===== src/rtl/target_window_selector_unit_defines.svh =====
// Assertion macros for the target window selector.
// Expanded inside the top level, which supplies i_clk and i_rst_n.
`ifndef TARGET_WINDOW_SELECTOR_UNIT_DEFINES_SVH
`define TARGET_WINDOW_SELECTOR_UNIT_DEFINES_SVH

// Condition that must hold at every clock edge outside reset.
`define TWS_ASSERT_ALWAYS(label, cond, msg) \
    label: assert property (@(posedge i_clk) disable iff (!i_rst_n) (cond)) else $error(msg);

// Consequent checked in the same cycle as the antecedent.
`define TWS_ASSERT_IMPL(label, ante, cons, msg) \
    label: assert property (@(posedge i_clk) disable iff (!i_rst_n) (ante) |-> (cons)) \
        else $error(msg);

// Consequent checked in the cycle after the antecedent.
`define TWS_ASSERT_NEXT(label, ante, cons, msg) \
    label: assert property (@(posedge i_clk) disable iff (!i_rst_n) (ante) |=> (cons)) \
        else $error(msg);

`endif


===== src/rtl/tws_pkg.sv =====
// Package for the target window selector: word types, register indexes,
// spin codes and reset values. No dependencies.
package tws_pkg;

    localparam int ANGLE_W = 16;
    localparam int WIN_W   = 15;
    localparam int ID_W    = 8;
    localparam int POS_W   = 4;
    localparam int SPIN_W  = 2;
    localparam int CFG_IDX_W = 3;

    localparam int MAX_CANDIDATES_DEF = 16;

    // Configuration register indexes.
    localparam logic [CFG_IDX_W-1:0] CFG_COMING          = 3'd0;
    localparam logic [CFG_IDX_W-1:0] CFG_LEAVING         = 3'd1;
    localparam logic [CFG_IDX_W-1:0] CFG_OUTPOST_COMING  = 3'd2;
    localparam logic [CFG_IDX_W-1:0] CFG_OUTPOST_LEAVING = 3'd3;
    localparam logic [CFG_IDX_W-1:0] CFG_SWITCH_MARGIN   = 3'd4;

    // Reset values in binary angle units (pi per 32768).
    localparam logic [WIN_W-1:0] COMING_RST          = 15'd10923;
    localparam logic [WIN_W-1:0] LEAVING_RST         = 15'd3641;
    localparam logic [WIN_W-1:0] OUTPOST_COMING_RST  = 15'd12743;
    localparam logic [WIN_W-1:0] OUTPOST_LEAVING_RST = 15'd5461;
    localparam logic [WIN_W-1:0] SWITCH_MARGIN_RST   = 15'd1456;

    // Spin sign codes; the unused code behaves as zero spin.
    localparam logic [SPIN_W-1:0] SPIN_ZERO = 2'd0;
    localparam logic [SPIN_W-1:0] SPIN_POS  = 2'd1;
    localparam logic [SPIN_W-1:0] SPIN_NEG  = 2'd2;

    typedef struct packed {
        logic                      first_of_set;
        logic                      last_of_set;
        logic                      outpost_flag;
        logic signed [ANGLE_W-1:0] plate_yaw;
        logic signed [ANGLE_W-1:0] hub_yaw;
        logic [SPIN_W-1:0]         spin_sign;
        logic [ID_W-1:0]           armor_id;
        logic                      prev_valid;
        logic [ID_W-1:0]           prev_id;
    } t_in_word;

    typedef struct packed {
        logic             found;
        logic [POS_W-1:0] chosen_index;
    } t_out_word;

endpackage


===== src/rtl/target_window_selector_unit.sv =====
// Top level of the target window selector.
// Depends on tws_pkg and on target_window_selector_unit_defines.svh.
//
// Usage: candidate plates of one set arrive as input words on a valid/ready
// channel, the first and last words of a set carrying their marks. Each word
// is captured in an input register; in the following cycle its delta
// (armor yaw minus center yaw, wrapping) is tested against the coming and
// leaving windows and its key is compared with the running best of the set.
// On a word marked last, one result word (found, chosen_index) is written to
// the output register; other words produce no result.
// A last word passes from the input register to the output register, which
// then holds its result. Throughput is one word per cycle, as long as a last
// word finds the output register free, set by the single window test and key
// compare between the input register and the result state.
// When the receiver stalls, the result stays in the output register; words
// without a last mark keep flowing, and a word with a last mark waits in the
// input register until the output register is free.
// Reset (synchronous, active low) empties both registers, clears the set
// state and outpost mode, and loads the window and margin registers with their defaults.
// Configuration writes take effect at once and are expected only while idle.
`include "target_window_selector_unit_defines.svh"

module target_window_selector_unit
    import tws_pkg::*;
#(
    parameter int MAX_CANDIDATES = MAX_CANDIDATES_DEF
) (
    input  logic                 i_clk,
    input  logic                 i_rst_n,
    input  logic                 i_in_valid,
    output logic                 o_in_ready,
    input  t_in_word             i_in_word,
    output logic                 o_out_valid,
    input  logic                 i_out_ready,
    output t_out_word            o_out_word,
    input  logic                 i_cfg_we,
    input  logic [CFG_IDX_W-1:0] i_cfg_index,
    input  logic [WIN_W-1:0]     i_cfg_data
);

    // Item counter saturates at the candidate limit, so it must hold the limit.
    localparam int CNT_W = $clog2(MAX_CANDIDATES + 1);
    // Full selection key: leaving penalty, |delta|, not-previous, id.
    localparam int KEY_W = 1 + ANGLE_W + 1 + ID_W;

    // Configuration registers.
    logic [WIN_W-1:0] r_coming;
    logic [WIN_W-1:0] r_leaving;
    logic [WIN_W-1:0] r_op_coming;
    logic [WIN_W-1:0] r_op_leaving;
    logic [WIN_W-1:0] r_margin;

    // Input register.
    logic     r_s_valid;
    t_in_word r_s;

    // Set state.
    logic [CNT_W-1:0]   r_count;
    logic               r_outpost;
    logic               r_best_valid;
    logic [KEY_W-1:0]   r_best_key;
    logic [POS_W-1:0]   r_best_pos;
    logic               r_held_valid;
    logic [POS_W-1:0]   r_held_pos;
    logic [ANGLE_W-1:0] r_held_abs;

    // Output register.
    logic      r_o_valid;
    t_out_word r_o;

    // Next values.
    logic [CNT_W-1:0]   n_count;
    logic               n_outpost;
    logic               n_best_valid;
    logic [KEY_W-1:0]   n_best_key;
    logic [POS_W-1:0]   n_best_pos;
    logic               n_held_valid;
    logic [POS_W-1:0]   n_held_pos;
    logic [ANGLE_W-1:0] n_held_abs;
    t_out_word          n_o;

    logic                      stage_go;
    logic                      out_free;
    logic [CNT_W-1:0]          eff_count;
    logic                      eff_best_valid;
    logic                      eff_held_valid;
    logic                      active;
    logic signed [ANGLE_W-1:0] delta;
    logic [ANGLE_W-1:0]        delta_mag;
    logic [WIN_W-1:0]          come;
    logic [WIN_W-1:0]          leave;
    logic                      in_come;
    logic                      in_leave;
    logic                      in_win;
    logic                      pen;
    logic                      is_prev;
    logic [KEY_W-1:0]          key;
    logic                      better;
    logic [POS_W-1:0]          pos;
    logic [ANGLE_W-1:0]        best_mag;
    logic signed [ANGLE_W+1:0] gain;

    // Handshake: a word without a last mark always moves on; a last word
    // needs room in the output register.
    assign out_free    = !r_o_valid || i_out_ready;
    assign stage_go    = r_s_valid && (!r_s.last_of_set || out_free);
    assign o_in_ready  = !r_s_valid || stage_go;
    assign o_out_valid = r_o_valid;
    assign o_out_word  = r_o;

    // A first mark starts from a cleared set.
    always_comb begin
        eff_count      = r_s.first_of_set ? '0 : r_count;
        eff_best_valid = r_s.first_of_set ? 1'b0 : r_best_valid;
        eff_held_valid = r_s.first_of_set ? 1'b0 : r_held_valid;
        n_outpost      = r_s.first_of_set ? r_s.outpost_flag : r_outpost;
    end

    assign active = eff_count < CNT_W'(MAX_CANDIDATES);
    assign pos    = POS_W'(eff_count);

    // Window test on the wrapped delta. The minus-pi delta has magnitude
    // 32768, which no 15-bit window can reach.
    always_comb begin
        delta     = r_s.plate_yaw - r_s.hub_yaw;
        delta_mag = delta[ANGLE_W-1] ? ANGLE_W'(-delta) : ANGLE_W'(delta);
        come      = n_outpost ? r_op_coming : r_coming;
        leave     = n_outpost ? r_op_leaving : r_leaving;
        in_come   = {1'b0, delta_mag} <= {2'b00, come};
        in_leave  = {1'b0, delta_mag} <= {2'b00, leave};
        case (r_s.spin_sign)
            SPIN_POS: begin
                in_win = in_come && (delta[ANGLE_W-1] || in_leave);
                pen    = !delta[ANGLE_W-1] && (delta != '0);
            end
            SPIN_NEG: begin
                in_win = in_come && (!delta[ANGLE_W-1] || in_leave);
                pen    = delta[ANGLE_W-1];
            end
            default: begin
                in_win = in_come;
                pen    = 1'b0;
            end
        endcase
        is_prev = r_s.prev_valid && (r_s.armor_id == r_s.prev_id);
        key     = {pen, delta_mag, !is_prev, r_s.armor_id};
        // Lexicographic order of the key fields is plain numeric order.
        better  = !eff_best_valid || (key < r_best_key);
    end

    always_comb begin
        n_count      = eff_count;
        n_best_valid = eff_best_valid;
        n_best_key   = r_best_key;
        n_best_pos   = r_best_pos;
        n_held_valid = eff_held_valid;
        n_held_pos   = r_held_pos;
        n_held_abs   = r_held_abs;
        if (active) begin
            n_count = eff_count + CNT_W'(1);
            if (in_win) begin
                if (is_prev) begin
                    n_held_valid = 1'b1;
                    n_held_pos   = pos;
                    n_held_abs   = delta_mag;
                end
                if (better) begin
                    n_best_valid = 1'b1;
                    n_best_key   = key;
                    n_best_pos   = pos;
                end
            end
        end
    end

    // Result: stay on the previous plate unless the best one gains enough.
    always_comb begin
        best_mag       = n_best_key[KEY_W-2 -: ANGLE_W];
        gain           = $signed({2'b00, n_held_abs}) - $signed({2'b00, best_mag});
        n_o.found      = n_best_valid;
        n_o.chosen_index = '0;
        if (n_best_valid) begin
            n_o.chosen_index = n_best_pos;
            if (n_held_valid && (n_held_pos != n_best_pos)
                    && (gain < $signed({3'b000, r_margin}))) begin
                n_o.chosen_index = n_held_pos;
            end
        end
    end

    // Configuration registers.
    always_ff @(posedge i_clk) begin
        if (!i_rst_n) begin
            r_coming     <= COMING_RST;
            r_leaving    <= LEAVING_RST;
            r_op_coming  <= OUTPOST_COMING_RST;
            r_op_leaving <= OUTPOST_LEAVING_RST;
            r_margin     <= SWITCH_MARGIN_RST;
        end else if (i_cfg_we) begin
            unique case (i_cfg_index)
                CFG_COMING:          r_coming     <= i_cfg_data;
                CFG_LEAVING:         r_leaving    <= i_cfg_data;
                CFG_OUTPOST_COMING:  r_op_coming  <= i_cfg_data;
                CFG_OUTPOST_LEAVING: r_op_leaving <= i_cfg_data;
                CFG_SWITCH_MARGIN:   r_margin     <= i_cfg_data;
                default: ;
            endcase
        end
    end

    // Input register.
    always_ff @(posedge i_clk) begin
        if (!i_rst_n) begin
            r_s_valid <= 1'b0;
        end else if (o_in_ready) begin
            r_s_valid <= i_in_valid;
        end
    end

    always_ff @(posedge i_clk) begin
        if (i_in_valid && o_in_ready) begin
            r_s <= i_in_word;
        end
    end

    // Set state; a last word clears it but keeps the outpost mode.
    always_ff @(posedge i_clk) begin
        if (!i_rst_n) begin
            r_count      <= '0;
            r_outpost    <= 1'b0;
            r_best_valid <= 1'b0;
            r_held_valid <= 1'b0;
        end else if (stage_go) begin
            r_outpost <= n_outpost;
            if (r_s.last_of_set) begin
                r_count      <= '0;
                r_best_valid <= 1'b0;
                r_held_valid <= 1'b0;
            end else begin
                r_count      <= n_count;
                r_best_valid <= n_best_valid;
                r_held_valid <= n_held_valid;
            end
        end
    end

    always_ff @(posedge i_clk) begin
        if (stage_go) begin
            r_best_key <= n_best_key;
            r_best_pos <= n_best_pos;
            r_held_pos <= n_held_pos;
            r_held_abs <= n_held_abs;
        end
    end

    // Output register.
    always_ff @(posedge i_clk) begin
        if (!i_rst_n) begin
            r_o_valid <= 1'b0;
        end else if (stage_go && r_s.last_of_set) begin
            r_o_valid <= 1'b1;
        end else if (i_out_ready) begin
            r_o_valid <= 1'b0;
        end
    end

    always_ff @(posedge i_clk) begin
        if (stage_go && r_s.last_of_set) begin
            r_o <= n_o;
        end
    end

    // Checks on the selection state.
    `TWS_ASSERT_IMPL(a_none_index_zero, r_o_valid && !r_o.found, r_o.chosen_index == '0, "index set without a found candidate")
    `TWS_ASSERT_ALWAYS(a_count_limit, r_count <= CNT_W'(MAX_CANDIDATES), "item count beyond limit")
    `TWS_ASSERT_IMPL(a_held_needs_best, r_held_valid, r_best_valid, "previous plate held without a best")
    `TWS_ASSERT_NEXT(a_clear_after_last, stage_go && r_s.last_of_set, (r_count == '0) && !r_best_valid && r_o_valid, "set not closed after last word")

endmodule

===== config.mk =====
export PLATFORM = sky130hd
export DESIGN_NAME = target_window_selector_unit
export DESIGN_NICKNAME = d
export VERILOG_FILES = /design/src/rtl/tws_pkg.sv /design/src/rtl/target_window_selector_unit.sv
export VERILOG_INCLUDE_DIRS = /design/src /design/src/rtl
export SDC_FILE = /design/constraint.sdc
export NUM_CORES = 1
export LEC_CHECK = 0
export BUFFER_PORTS_ARGS = -buffer_cell sky130_fd_sc_hd__buf_2
export CORE_UTILIZATION = 45
export CTS_CLUSTER_DIAMETER = 150
export DETAILED_ROUTE_END_ITERATION = 16
export HOLD_SLACK_MARGIN = 0.05
export MAX_ROUTING_LAYER = met4
export PLACE_DENSITY_LB_ADDON = 0.1
export SYNTH_ARGS = -nofsm -noshare
export SYNTH_HDL_FRONTEND = slang
export SYNTH_SLANG_ARGS = --single-unit

===== constraint.sdc =====
create_clock -name i_clk -period 22.9 [get_ports i_clk]
set_clock_uncertainty 0.1 [all_clocks]
set_input_delay 4.58 -clock i_clk [delete_from_list [all_inputs] [get_ports i_clk]]
set_output_delay 4.58 -clock i_clk [all_outputs]
set_load 0.01 [all_outputs]

==> results.md <==
* Pin count of the biggest net entering global routing at 86
* Max_cap viols at 0
* DRT Pass-1 Iters at 5
* Design area at 12800 sq um
* Slew Limit Fails at 0
* Max rail drop VDD at 0.0607 mV
* Clock Sinks at 194
* FF+latch count, synth at 194
* Pwr Density at 98.5 nW/um^2
* Avg Inst Size Synth at 9.60 sq um
* Area leader, netlist: edfxtp_1
* CTS tree: yes
* Multi-input logic area at 5980 sq um
* Placed Instance Area at 12200 sq um
* Vias at 8550
* CTS max path bufs at 2
* Worst-Skew Late Latency at 440 ps
* H-tree Lvls at 4
* Leak at 5.37 nW
* Cts hold-fix bufs at 0
* # diodes at 0
* Setup WS pre-CTS at 12060 ps
* Routed len/inst at 17.0 um
* Crit. End Element: register
* DP HPWL at 20.4 mm
* Num CTS Buffers at 17
* Data required, critical path at 23090 ps
* Post-CTS Setup Inserts at 0
* Syn nets at 1377
* Clock root buffer: clkbuf_16
* Largest stage delay, worst path at 460 ps
* Die area at 26100 sq um
* IO Count at 84
* FF+latch area at 4970 sq um
* Nets at 1445
* Grt ovf at 0
* Worst-margin pin slew at 1170 ps
* FP Rows at 58
* Share of power burned in combinational logic at 0.438
* Rel. slew slack at 0.216
* Area contributors post-synth: edfxtp_1 29%, dfxtp_1 15%, ha_1 11%
* Internal power at 0.772 mW
* Die W at 162 um
* Die height at 162 um
* Min Tclk post-route at 10880 ps
* Ys async rst share at 0
* Post-route setup TNS at 0 ps
* Total Power at 1.26 mW
* Post-synth top flop: edfxtp_1
* Vias/cell at 5.33
* YS warnings at 0
* Setup slack on the worst flop-to-flop path at 12020 ps
* Crit-path max FO at 26
* Vias in the first global route at 8176
* Global placement routability congestion at 0.894
* I/O Buffers at 83
* Status: complete, no violations
* Final wirelength at 27.3 mm
* Setup crit start kind: register
* Antenna violations before repair at 0
* Max Clk Rate at 91.9 MHz
* Share of cells above drive strength 1 at 0.143
* HP Class: register to register
* Final setup margin at 12020 ps
* Post-synth EDFFs at 109
* RR Startpoint: r_s[19]
* Psw at 0.486 mW
* Layout area overhead at 11.5%
* Reg power frac at 0.325
* Syn Inst Count at 1193
* Hold Vio Cnt, Final at 0
* Sw frac at 0.386
* RSZ-0062 raised after global routing: no
* Clock-pin transition on the worst setup and hold timing paths at 80 ps
* Fillers at 2366
* Distinct cells, synth at 79
* Synth top cells by count: 185 x nand2_1, 109 x edfxtp_1, 105 x ha_1, 85 x dfxtp_1, 79 x inv_1
* Mapped Area at 11500 sq um
* Worst setup path endpoint: o_out_word[0]
* Initial core utilization at 0.457
* WP data arrival at 11070 ps
* Critical path type: register to register
* DRC Markers at 0
* First-pass GRT wire length at 44.1 mm
* Reg2Reg Capture Point: o_out_word[0]
* Fin util at 0.510
* DRC marker count from the first detailed-route iteration at 508
* Total GRT Usage at 0.225
* Final Setup Violations at 0
* Final ANT Viol Nets at 0
* Post-synth top area share at 0.286
* Post-cts gate resize count at 0
* Fin crit share at 0.475
* Slowest CP cell: a211oi_1
* Most numerous cell in the Yosys netlist: nand2_1
* Worst reg-to-reg path cell count at 47
* Clock power frac at 0.237
* Sequential fraction of the synthesis area at 0.434
* CP Launch Point: r_s[19]
* Core Area at 25000 sq um
==> how the worst min path moves through the flow <==
stage               slack [ps]         endpoint            start  cells past startpoint
CTS                        370     r_coming[14]     r_coming[14]                      2
floorplan                  340      r_coming[0]      r_coming[0]                      2
finish                     370  r_op_leaving[7]  r_op_leaving[7]                      2
detailed placement         350   r_op_coming[0]   r_op_coming[0]                      2
global route               390      r_coming[9]      r_coming[9]                      2
global placement           350     r_leaving[0]     r_leaving[0]                      2
==> cell usage in the layout, fill, tap and decap left out, types with 15 or more instances in the layout <==
cell / synthesis / layout
buf_2: 3 / 83
edfxtp_1: 109 / 109
dfxtp_1: 85 / 85
mux2i_1: 34 / 33
nand2_1: 185 / 185
a21boi_0: 45 / 45
clkbuf_16: 0 / 17
nor2_1: 63 / 63
inv_1: 79 / 79
xnor2_1: 20 / 20
ha_1: 105 / 105
nor2b_1: 21 / 21
nand3_1: 50 / 50
a21o_1: 19 / 19
inv_2: 15 / 15
a21oi_1: 57 / 57
o21ai_0: 44 / 44
mux2_2: 21 / 21
xor2_1: 18 / 18
==> worst max-delay path, delay by kind of cell (launching register included) <==
kind                     cells  cell delay, ps
flip-flops                   1             400
buffers and inverters        5             790
AO/OA/AOI/OAI               24            5830
XOR/XNOR                     3             600
multiplexers                 1             220
AND/OR/NAND/NOR              8            1030
adder cells (fa/ha/maj)      6            1740
==> metal layers <==
layer | vias up | track usage | share of wire
met5 | - | - | 0
met1 | 3995 | 0.298 | 0.48
met3 | 19 | 0.0300 | 0.031
li1 | 4396 | - | -
met2 | 140 | 0.368 | 0.48
met4 | 0 | 0.0450 | 0.0084
==> through the flow <==
step	hold slack (ps)	instances
6_report	366	1604
5_1_grt	385	1604
4_1_cts	370	1604
3_5_place_dp	353	1572
3_3_place_gp	346	1572
2_1_floorplan	335	1193
==> sequential cells by signal (all words and copies together) (netlist names) <==
name	flops
r_best_pos	4
r_op_leaving	15
r_held_pos	4
r_best_key	26
r_outpost	1
r_op_coming	15
r_margin	15
r_count	5
o_out_word	5
r_held_abs	16
r_held_valid	1
r_s_valid	1
r_coming	15
r_leaving	15
key	8
o_out_valid	1
r_s	46
r_best_valid	1
==> power groups by stage <==
stage,combinational [mW],sequential (mW),clock [mW]
2_1_floorplan,0.411,0.415,0
6_report,0.551,0.409,0.297
3_3_place_gp,0.546,0.417,0
5_1_grt,0.625,0.412,0.318
3_5_place_dp,0.548,0.417,0
4_1_cts,0.553,0.410,0.306
==> cell families (layout without fill, tap and decap cells) <==
logic type | count (synthesis) | after routing | share of synthesized area
flops | 194 | 194 | 0.434
fa+ha+maj | 107 | 107 | 0.118
mux | 55 | 55 | 0.0504
simple gates | 396 | 396 | 0.158
buf+inv | 136 | 217 | 0.0459
xor+xnor | 38 | 38 | 0.0291
compound gates | 267 | 267 | 0.164
==> layout make-up <==
type                            count  share of cell area
Clock inverter                     14              0.0111
Inverter                           95              0.0279
Sequential cell                   194               0.389
Tap cell                          330              0.0323
Clock buffer                       18              0.0344
Timing Repair Buffer               90              0.0366
Multi-Input combinational cell    863               0.468
No activity file was read; power rests on OpenSTA's default activity.
